**config.mk**
```make
export PLATFORM = sky130hd
export DESIGN_NAME = pwl_muldiv
export DESIGN_NICKNAME = d
export VERILOG_FILES = /design/src/design/pwl_pkg.sv /design/src/design/pwl_muldiv.sv
export VERILOG_INCLUDE_DIRS = /design/src /design/src/design
export SDC_FILE = /design/constraint.sdc
export NUM_CORES = 1
export LEC_CHECK = 0
export BUFFER_PORTS_ARGS = -buffer_cell sky130_fd_sc_hd__buf_4
export CAP_MARGIN = 20
export CORE_MARGIN = 4
export CORE_UTILIZATION = 35
export DETAILED_ROUTE_END_ITERATION = 8
export PLACE_DENSITY = 0.48
export SYNTH_ARGS = -nofsm -noshare
export SYNTH_HDL_FRONTEND = slang
export SYNTH_SLANG_ARGS = --single-unit
```
**constraint.sdc**
```tcl
create_clock -name clk -period 22.9 [get_ports clk]
set_input_delay 5.725 -clock clk [delete_from_list [all_inputs] [get_ports clk]]
set_output_delay 5.725 -clock clk [all_outputs]
set_load 0.005 [all_outputs]
```
**src/design/piecewise_linear_profile_lookup_top_defines.svh**
```systemverilog
// Assertion macros shared by the profile lookup RTL.
`ifndef PIECEWISE_LINEAR_PROFILE_LOOKUP_TOP_DEFINES_SVH
`define PIECEWISE_LINEAR_PROFILE_LOOKUP_TOP_DEFINES_SVH

// Same-cycle implication, sampled on clk, off while rst_n is low.
`define PWL_ASSERT_IMPL(label, ante, cons) \
    label: assert property (@(posedge clk) disable iff (!rst_n) (ante) |-> (cons)) \
        else $error("pwl: assertion failed");

// Next-cycle implication, sampled on clk, off while rst_n is low.
`define PWL_ASSERT_NEXT(label, ante, cons) \
    label: assert property (@(posedge clk) disable iff (!rst_n) (ante) |=> (cons)) \
        else $error("pwl: assertion failed");

`endif

```
**src/design/pwl_pkg.sv**
```systemverilog
// Types and constants for the piecewise-linear profile lookup.
package pwl_pkg;

    localparam int MAX_POINTS_DEF = 64;
    localparam int PROFILES_DEF   = 3;
    localparam int LEN_REGS       = 3;
    localparam int LEN_W          = 7;
    localparam int DATA_W         = 32;
    localparam int CFG_IDX_W      = 2;

    typedef enum logic {
        KIND_WRITE = 1'b0,
        KIND_QUERY = 1'b1
    } kind_t;

    typedef enum logic [CFG_IDX_W-1:0] {
        CFG_LEN0 = 2'd0,
        CFG_LEN1 = 2'd1,
        CFG_LEN2 = 2'd2
    } cfg_idx_t;

    typedef struct packed {
        logic                     kind;
        logic [1:0]               profile;
        logic [5:0]               point_index;
        logic signed [DATA_W-1:0] point_abscissa;
        logic signed [DATA_W-1:0] point_value;
        logic signed [DATA_W-1:0] height;
    } req_t;

    typedef struct packed {
        logic signed [DATA_W-1:0] result_value;
        logic                     degenerate;
    } res_t;

    typedef struct packed {
        logic busy;
        logic done;
    } md_status_t;

endpackage

```
**src/design/pwl_muldiv.sv**
```systemverilog
// Serial unsigned multiply (33x33) then restoring divide, quotient clamped to 2^34.
`include "piecewise_linear_profile_lookup_top_defines.svh"
module pwl_muldiv import pwl_pkg::*; (
    input  logic        clk,
    input  logic        rst_n,
    input  logic        start,
    input  logic [32:0] m1,
    input  logic [32:0] m2,
    input  logic [32:0] m3,
    output logic [34:0] q,
    output md_status_t  status
);

    localparam int MUL_STEPS = 33;
    localparam int DIV_STEPS = 65;
    localparam logic [34:0] Q_MAX = 35'h4_0000_0000;

    typedef enum logic [3:0] {
        PH_IDLE = 4'b0001,
        PH_MUL  = 4'b0010,
        PH_DIV  = 4'b0100,
        PH_FIN  = 4'b1000
    } phase_t;

    phase_t      phase_reg, phase_next;
    logic [6:0]  cnt_reg, cnt_next;
    logic [66:0] p_reg, p_next;
    logic [32:0] m1_reg, m1_next;
    logic [32:0] d_reg, d_next;
    logic [32:0] r_reg, r_next;
    logic [64:0] quo_reg, quo_next;

    logic [34:0] mul_sum;
    logic [33:0] div_trial;
    logic        div_ge;

    always_comb
    begin
        phase_next = phase_reg;
        cnt_next   = cnt_reg;
        p_next     = p_reg;
        m1_next    = m1_reg;
        d_next     = d_reg;
        r_next     = r_reg;
        quo_next   = quo_reg;
        mul_sum    = {1'b0, p_reg[66:33]} + (p_reg[0] ? {2'b00, m1_reg} : 35'd0);
        div_trial  = {r_reg, quo_reg[64]};
        div_ge     = div_trial >= {1'b0, d_reg};

        case (phase_reg)
            PH_IDLE:
            begin
                if (start)
                begin
                    p_next     = {34'd0, m2};
                    m1_next    = m1;
                    d_next     = m3;
                    cnt_next   = '0;
                    phase_next = PH_MUL;
                end
            end
            PH_MUL:
            begin
                p_next   = {mul_sum, p_reg[32:1]};
                cnt_next = cnt_reg + 7'd1;
                if (cnt_reg == 7'(MUL_STEPS - 1))
                begin
                    quo_next   = p_next[64:0];
                    r_next     = '0;
                    cnt_next   = '0;
                    phase_next = PH_DIV;
                end
            end
            PH_DIV:
            begin
                r_next   = div_ge ? 33'(div_trial - {1'b0, d_reg}) : div_trial[32:0];
                quo_next = {quo_reg[63:0], div_ge};
                cnt_next = cnt_reg + 7'd1;
                if (cnt_reg == 7'(DIV_STEPS - 1))
                begin
                    phase_next = PH_FIN;
                end
            end
            PH_FIN:
            begin
                phase_next = PH_IDLE;
            end
            default:
            begin
                phase_next = PH_IDLE;
            end
        endcase
    end

    always_ff @(posedge clk or negedge rst_n)
    begin
        if (!rst_n)
        begin
            phase_reg <= PH_IDLE;
            cnt_reg   <= '0;
        end
        else
        begin
            phase_reg <= phase_next;
            cnt_reg   <= cnt_next;
        end
    end

    always_ff @(posedge clk)
    begin
        p_reg   <= p_next;
        m1_reg  <= m1_next;
        d_reg   <= d_next;
        r_reg   <= r_next;
        quo_reg <= quo_next;
    end

    assign q           = (quo_reg > 65'(Q_MAX)) ? Q_MAX : quo_reg[34:0];
    assign status.busy = phase_reg != PH_IDLE;
    assign status.done = phase_reg == PH_FIN;

    `PWL_ASSERT_IMPL(a_md_divisor_nonzero, start && phase_reg == PH_IDLE, m3 != 33'd0)
    `PWL_ASSERT_NEXT(a_md_fin_after_div, phase_reg == PH_DIV && cnt_reg == 7'(DIV_STEPS - 1), status.done)

endmodule

```
==> results.py, run 1 <==
metrics = {
    "floorplanning": {
        "num_rows": 71,
        "die_w_um": 205,
        "die_h_um": 205,
        "die-area_um2": 41800,
        "io_pins": 139,
        "core-area_um2": 37800,
        "initial_core_util_pct": 35.7,
    },
    "detailed_routing": {
        "drtPass1Iterations": 5,
        "drt_iter0_markers": 541,
        "drc_errors": 0,
        "wire_per_inst_um": 17.0,
        "wirelength_mm": 33.7,
        "vias": 9935,
        "drtAntennaViolNets": 0,
        "drt-vias-per-instance": 5.01,
    },
    "grt": {
        "overflow": 0,
        "antenna_found_initial": 0,
        "grt_pass1_wl_mm": 53.9,
        "track_usage_pct": 15.8,
        "grt_pass1_vias": 9976,
        "grt_max_degree": 101,
    },
    "finish": {
        "layout-drive-gt1-share_pct": 15.0,
        "fillers": 3787,
        "syn_to_final_growth_pct": 18.0,
        "final_common_cell": "nand2_1",
        "nets": 1620,
        "fin_util_pct": 42.2,
        "largest_reg_flops": 67,
        "final_cell_mix": "nand2_1 (288), edfxtp_1 (231), buf_4 (148)",
        "diodes": 0,
        "final_cells": 1982,
    },
    "cts": {
        "post_cts_buffers": 0,
        "cts_tree": "done",
        "cts_hold_buf": 0,
        "cts.sinks": 242,
        "htree_num_levels": 1,
        "ctsResizeCount": 0,
        "clk_latency_ns": 0.57,
        "cts-root-buf": "clkbuf_16",
        "clockBufferDepth": 3,
        "clk_pin_slew_worst_paths_ns": 0.06,
        "numCtsBuffers": 29,
    },
    "run": {
        "maxCapViolations": 0,
    },
    "sta": {
        "hold_viol_final": 0,
        "setup_viol": 0,
        "relSlewSlack_pct": 34.0,
        "fin_skew_ns": 0.0181,
        "max_freq_mhz": 115,
        "fin_crit_ns": 8.69,
        "post-route-period-util_pct": 38.0,
        "tightestPinTransition_ns": 0.990,
        "tns_ns": 0,
        "rsz0062_at_grt": "false",
        "slew_viol_final": 0,
    },
    "setup_path": {
        "endpoint_kind": "output pin",
        "crit_type": "flip-flop to output pin",
        "crit_fanout": 27,
        "cp_data_arrival_time_ns": 2.97,
        "critPathLaunchType": "flip-flop",
        "required_ns": 17.18,
        "worst-r2r-setup-slack_ns": 18.86,
    },
    "yosys": {
        "async_flop_share_pct": 4.55,
        "ys_seq_area_share_pct": 53.3,
        "ys_ff_latch": 242,
        "ys.flop_type": "edfxtp_1",
        "syn-num-nets": 1499,
        "syn_avg_cell_area_um2": 10.2,
        "syn-cell-area_um2": 13500,
        "ys_types": 65,
        "synth_edf_count": 231,
        "ys_warn_count": 0,
        "syn_inst": 1327,
    },
    "place": {
        "hpwl_mm": 23.2,
        "io_buffers": 138,
        "gp_congestion": 0.804,
        "dpl.cell_count": 1928,
    },
    "min_path": {
        "hold_class": "flip-flop to flip-flop",
    },
    "power_and_ir_drop": {
        "vdd_drop_max_mv": 0.0543,
        "p_leak_nw": 6.74,
        "p_per_area_nw_per_um2": 58.3,
    },
    "run_status": {
        "status": "finished, final reports clean",
    },
}
[cell type report]
cell class / count / area, µm² / share of cell area (%)
clock buffers: 44 / 832 / 5.21
clock inverters: 10 / 66.3 / 0.415
repair buffers: 148 / 1110 / 6.96
multi-input cells: 974 / 5900 / 37.0
well taps: 511 / 639 / 4.01
flip-flops and latches: 242 / 7210 / 45.2
inverters: 53 / 199 / 1.25
[cells by family after synthesis]
logic type / synth area share, %
buf+inv: 3.27
mux: 1.49
simple gates: 19.1
fa+ha+maj: 6.59
xor+xnor: 3.76
compound gates: 12.5
flops: 53.4
[power by group]
group	internal, mW	switching [mW]	leakage (nW)
clock	0.250	0.183	0.444
sequential	0.481	0	2.43
combinational	0.0118	0.00475	3.87
total	0.743	0.188	6.74
[synth_stat cells (3+ instances only)]
cell / count / area [µm²]
a211o_1: 6 / 52.6
a211oi_1: 9 / 67.6
a211oi_2: 6 / 75.1
a21o_1: 31 / 233
a21oi_1: 68 / 340
a311oi_1: 3 / 26.3
a31oi_1: 8 / 50.1
a41o_1: 3 / 30.0
a41oi_1: 3 / 26.3
and2_1: 72 / 450
and3_1: 7 / 43.8
buf_1: 4 / 15.0
buf_2: 5 / 25.0
clkbuf_1: 46 / 173
dfrtp_1: 10 / 250
edfxtp_1: 231 / 6940
ha_1: 68 / 851
inv_1: 53 / 199
mux2i_1: 19 / 190
nand2_1: 289 / 1080
nand2b_1: 10 / 62.6
nand3_1: 17 / 85.1
nand4_1: 17 / 106
nor2_1: 97 / 364
nor2b_1: 7 / 43.8
nor3_1: 13 / 65.1
nor4_1: 14 / 87.6
nor4b_1: 6 / 52.6
o2111ai_1: 3 / 26.3
o211ai_1: 3 / 22.5
o21a_1: 8 / 60.1
o21ai_0: 58 / 290
o21ai_1: 13 / 65.1
o21bai_1: 8 / 60.1
o22ai_1: 6 / 37.5
o31a_1: 3 / 26.3
o31ai_1: 4 / 30.0
or2_2: 5 / 31.3
or3_1: 4 / 25.0
xnor2_1: 28 / 245
xor2_1: 30 / 263
[path summary, 6_finish.rpt]
check / from / end / cells past startpoint
setup / recovery: quo_reg[33] / q[1] / 8
hold / removal: cnt_reg[2] / cnt_reg[2] / 1
setup reg to reg: p_reg[0] / quo_reg[56] / 13
hold reg to reg: cnt_reg[2] / cnt_reg[2] / 1
max in group asynchronous: rst_n / phase_reg[0] / 1
min in group asynchronous: rst_n / phase_reg[2] / 1
[critical path, cell delays in order, from the launching register on]
cell,delay (ns)
edfxtp_1,0.42
nor4_1,0.42
nand4_1,0.15
nor2_1,0.16
nand4_1,0.13
a211oi_2,0.48
buf_4,0.31
and2_1,0.20
buf_4,0.12
[metrics by stage]
step	total power [mW]	worst slack (ns)	hold slack [ns]	cell area (µm²)
6_report	0.931	14.21	0.530	16000
5_1_grt	0.966	13.89	0.567	16000
4_1_cts	0.950	14.07	0.533	16000
3_5_place_dp	0.506	14.71	0.524	15100
3_3_place_gp	0.506	14.79	0.522	15100
2_1_floorplan	0.492	13.70	0.480	13500
[metal layers]
| metal | vias to the layer above | wire, µm | GRT usage, % |
|---|---|---|---|
| li1 | 4970 | - | - |
| met1 | 4773 | 15600 | 21.5 |
| met2 | 148 | 16200 | 26.7 |
| met3 | 44 | 1120 | 2.37 |
| met4 | 0 | 737 | 3.52 |
| met5 | - | 0 | 0 |
Note: power is estimated with default switching activity, not from simulation.
==> run 2: changes to the inputs <==
- PLACE_DENSITY: 0.48 -> 0.5
- clock period: 22.9 -> 7.85 ns (I/O delays scaled with it)
==> results.py, run 2 (same netlist as run 1, synthesis figures left out) <==
metrics = {
    "power_and_ir_drop": {
        "swShare_pct": 20.4,
        "p_int_mw": 2.21,
        "vdd_drop_max_mv": 0.138,
        "p_per_area_nw_per_um2": 174,
        "p_leak_nw": 6.76,
        "combPwrFrac_pct": 1.7,
        "clockPowerShare_pct": 47.8,
        "p_sw_mw": 0.567,
        "seq_power_share_pct": 50.4,
    },
    "cts": {
        "cts.sinks": 242,
        "cts-root-buf": "clkbuf_16",
        "cts_tree": "done",
        "htree_num_levels": 1,
        "clk_pin_slew_worst_paths_ns": 0.06,
        "clockBufferDepth": 3,
        "cts_hold_buf": 0,
        "post_cts_buffers": 0,
        "numCtsBuffers": 29,
        "ctsResizeCount": 0,
        "clk_latency_ns": 0.57,
    },
    "grt": {
        "grt_pass1_vias": 10100,
        "antenna_found_initial": 1,
        "grt_max_degree": 101,
        "overflow": 0,
        "grt_pass1_wl_mm": 53.9,
        "track_usage_pct": 15.8,
    },
    "sta": {
        "slew_viol_final": 0,
        "post-route-period-util_pct": 65.6,
        "max_freq_mhz": 194,
        "hold_viol_final": 0,
        "rsz0062_at_grt": "false",
        "fin_crit_ns": 5.15,
        "hold_slack_ns": 0.529,
        "fin_skew_ns": 0.0156,
        "tightestPinTransition_ns": 0.991,
        "relSlewSlack_pct": 33.9,
        "tns_ns": 0,
        "setup_viol": 0,
    },
    "detailed_routing": {
        "drtPass1Iterations": 5,
        "wirelength_mm": 33.6,
        "vias": 9919,
        "drc_errors": 0,
        "drt-vias-per-instance": 5.00,
        "drt_iter0_markers": 558,
        "wire_per_inst_um": 16.9,
        "drtAntennaViolNets": 0,
    },
    "setup_path": {
        "slowest_delay_ns": 0.68,
        "crit_family": "simple AND/OR/NAND/NOR gates",
        "crit_fanout": 20,
        "required_ns": 5.89,
        "crit_type": "flip-flop to output pin",
        "crit_slowest_cell": "a211oi_2",
        "endpoint_kind": "output pin",
        "path_buf_inv": 2,
        "cp_data_arrival_time_ns": 3.19,
        "critPathLaunchType": "flip-flop",
        "cp_cell_sequence": "nor4_1 -> nand4_1 -> nor2_1 -> nand4_1 -> a211oi_2 -> buf_4 -> and2_1 -> buf_4",
    },
    "floorplanning": {
        "die-area_um2": 41800,
        "die_w_um": 205,
        "io_pins": 139,
        "num_rows": 71,
        "initial_core_util_pct": 35.7,
        "die_h_um": 205,
        "core-area_um2": 37800,
    },
    "place": {
        "io_buffers": 138,
        "hpwl_mm": 22.9,
        "gp_congestion": 0.865,
    },
    "finish": {
        "largest_reg_flops": 67,
        "diodes": 0,
        "final_cell_mix": "nand2_1 (288), edfxtp_1 (231), buf_4 (148)",
        "syn_to_final_growth_pct": 18.3,
        "nets": 1620,
        "layout-drive-gt1-share_pct": 15.0,
        "final_common_cell": "nand2_1",
    },
    "run_status": {
        "status": "finished, final reports clean",
    },
    "run": {
        "maxCapViolations": 0,
    },
    "min_path": {
        "hold_class": "flip-flop to flip-flop",
    },
}
run 2: layout make-up:
cell class	instances	area, µm²
tap	511	639
inverter	53	199
fill	3807	21900
timing repair buffer	148	1110
multi-input combinational	974	5900
sequential	242	7210
clock buffer	34	744
clock inverter	20	183
run 2: power by group through the flow:
stage                     combinational, mW  clock (mW)  sequential, mW
after CTS                            0.0491        1.37            1.40
after global placement               0.0483           0            1.43
final                                0.0481        1.33            1.40
after detailed placement             0.0490           0            1.43
after global routing                 0.0534        1.42            1.40
after floorplan                     0.00641           0            1.43
run 2: path summary, 6_finish.rpt:
check                                    end  slack (ns)  cells past startpoint        from
worst min-delay path              cnt_reg[2]        0.53                      1  cnt_reg[2]
worst min register to register    cnt_reg[2]        0.53                      1  cnt_reg[2]
min in group asynchronous         cnt_reg[6]        1.21                      1       rst_n
max in group asynchronous       phase_reg[0]        6.41                      1       rst_n
worst max register to register   quo_reg[64]        3.82                     13    p_reg[0]
worst max-delay path                   q[33]        2.70                      8  quo_reg[5]
run 2: layer usage:
layer	global-route usage, %	share of wire [%]
met3	3.32	5.0
met1	22.2	48
met4	3.54	2.0
met5	0	0.039
met2	25.5	45
run 2: through the flow:
step	total power [mW]	worst slack, ns	instance area, µm²	std cells	util [%]
final	2.78	2.70	16000	1982	42.3
after floorplan	1.44	1.73	13500	1327	-
after global routing	2.88	2.41	16000	1982	42.3
after detailed placement	1.48	3.24	15100	1928	39.8
after CTS	2.83	2.60	16000	1982	42.3
after global placement	1.48	3.24	15100	1928	39.8
==> run 3: changes to the inputs <==
- PLACE_DENSITY: 0.5 -> 0.48
- clock period: 7.85 -> 5.35 ns (I/O delays scaled with it)
==> results.py, run 3 (same netlist as run 1, synthesis figures left out) <==
metrics = {
    "detailed_routing": {
        "drt_iter0_markers": 521,
        "drt-vias-per-instance": 5.00,
        "drtAntennaViolNets": 0,
        "drtPass1Iterations": 5,
        "drc_errors": 0,
        "wire_per_inst_um": 17.2,
        "wirelength_mm": 34.1,
        "vias": 9911,
    },
    "setup_path": {
        "crit_type": "flip-flop to output pin",
        "path_buf_inv": 2,
        "worstRegToRegCells": 12,
        "cp_data_arrival_time_ns": 2.97,
        "required_ns": 4.01,
        "worst-r2r-setup-slack_ns": 1.50,
        "critPathCapture": "q[27]",
        "path_depth": 8,
        "critPathLaunch": "quo_reg[33]",
        "endpoint_kind": "output pin",
        "cp_cell_sequence": "nor4_1 -> nand4_1 -> nor2_1 -> nand4_1 -> a211oi_2 -> buf_4 -> and2_1 -> buf_4",
        "crit_family": "simple AND/OR/NAND/NOR gates",
        "timing.rr.start": "p_reg[0]",
        "crit_fanout": 27,
        "r2r_end": "quo_reg[61]",
        "critPathLaunchType": "flip-flop",
        "crit_slowest_cell": "edfxtp_1",
        "slowest_delay_ns": 0.50,
    },
    "grt": {
        "antenna_found_initial": 2,
        "track_usage_pct": 16.0,
        "overflow": 0,
        "grt_pass1_vias": 10000,
        "grt_pass1_wl_mm": 54.4,
        "grt_max_degree": 101,
    },
    "finish": {
        "final_common_cell": "nand2_1",
        "register_area_um2": 7210,
        "syn_to_final_growth_pct": 18.3,
        "fin_util_pct": 42.3,
        "multi_input_area_um2": 5900,
        "layout-drive-gt1-share_pct": 14.7,
        "fillers": 3795,
        "largest_reg_flops": 67,
        "nets": 1621,
        "final_cells": 1984,
        "final_cell_mix": "nand2_1 (288), edfxtp_1 (231), buf_4 (149)",
        "stdcell_area_um2": 16000,
    },
    "cts": {
        "clk_latency_ns": 0.58,
        "cts-root-buf": "clkbuf_16",
        "clockBufferDepth": 3,
        "clk_pin_slew_worst_paths_ns": 0.06,
        "cts_hold_buf": 0,
        "cts_tree": "done",
        "numCtsBuffers": 29,
        "cts.sinks": 242,
        "htree_num_levels": 1,
        "post_cts_buffers": 0,
        "ctsResizeCount": 0,
    },
    "power_and_ir_drop": {
        "p_per_area_nw_per_um2": 255,
        "total_power_mw": 4.07,
        "vdd_drop_max_mv": 0.213,
        "p_leak_nw": 6.75,
    },
    "min_path": {
        "holdPathStages": 1,
        "min-delay-start": "cnt_reg[2]",
        "hold_class": "flip-flop to flip-flop",
    },
    "floorplanning": {
        "die_w_um": 205,
        "core-area_um2": 37800,
        "io_pins": 139,
        "die_h_um": 205,
        "num_rows": 71,
        "initial_core_util_pct": 35.7,
        "die-area_um2": 41800,
    },
    "run_status": {
        "status": "finished, final reports clean",
    },
    "sta": {
        "post-route-period-util_pct": 80.5,
        "fin_skew_ns": 0.0154,
        "tns_ns": 0,
        "setup_viol": 0,
        "slew_viol_final": 0,
        "tightestPinTransition_ns": 1.00,
        "relSlewSlack_pct": 33.1,
        "hold_viol_final": 0,
        "fin_crit_ns": 4.31,
        "rsz0062_at_grt": "false",
        "max_freq_mhz": 232,
    },
    "place": {
        "placed_area_um2": 15100,
        "hpwl_mm": 23.7,
        "io_buffers": 138,
        "dpl.cell_count": 1929,
        "gp_congestion": 0.826,
    },
    "run": {
        "maxCapViolations": 0,
    },
}
run 3: cell types whose count changed in the layout (fill, tap and decap cells not counted):
cell,change
clkbuf_1,+1
buf_4,+1
clkinv_2,-7
clkinv_1,+3
clkinvlp_4,+2
diode_2,+2
run 3: final cells by class:
class	instances	area share, %
Clock inverter	18	1.09
Clock buffer	35	4.68
Sequential cell	242	45.1
Inverter	53	1.24
Tap cell	511	4.00
Antenna cell	2	0.0313
Multi-Input combinational cell	974	36.9
Timing Repair Buffer	149	6.99
run 3: where the power goes:
group | internal, mW | switching (mW) | leakage (nW)
clock | 1.14 | 0.810 | 0.443
combinational | 0.0506 | 0.0199 | 3.87
sequential | 2.06 | 0 | 2.43
total | 3.24 | 0.829 | 6.75
run 3: how the worst min path moves through the flow:
| stage | to | slack, ns |
|---|---|---|
| final | cnt_reg[2] | 0.53 |
| after global routing | cnt_reg[2] | 0.56 |
| after global placement | cnt_reg[2] | 0.52 |
| after floorplan | cnt_reg[2] | 0.48 |
| after CTS | cnt_reg[2] | 0.53 |
| after detailed placement | cnt_reg[2] | 0.52 |
run 3: routing by layer:
metal  GRT usage [%]  up-vias  share of wire, %
li1                -     4973                 -
met1            21.5     4726                46
met2            27.1      158                48
met3            2.50       54               3.6
met4            4.31        0               2.7
met5               0        -                 0
run 3: metrics by stage:
step	worst slack, ns	hold slack, ns
4_1_cts	0.900	0.529
3_5_place_dp	1.43	0.525
3_3_place_gp	1.48	0.518
5_1_grt	0.774	0.564
2_1_floorplan	1.09	0.480
6_report	1.04	0.529
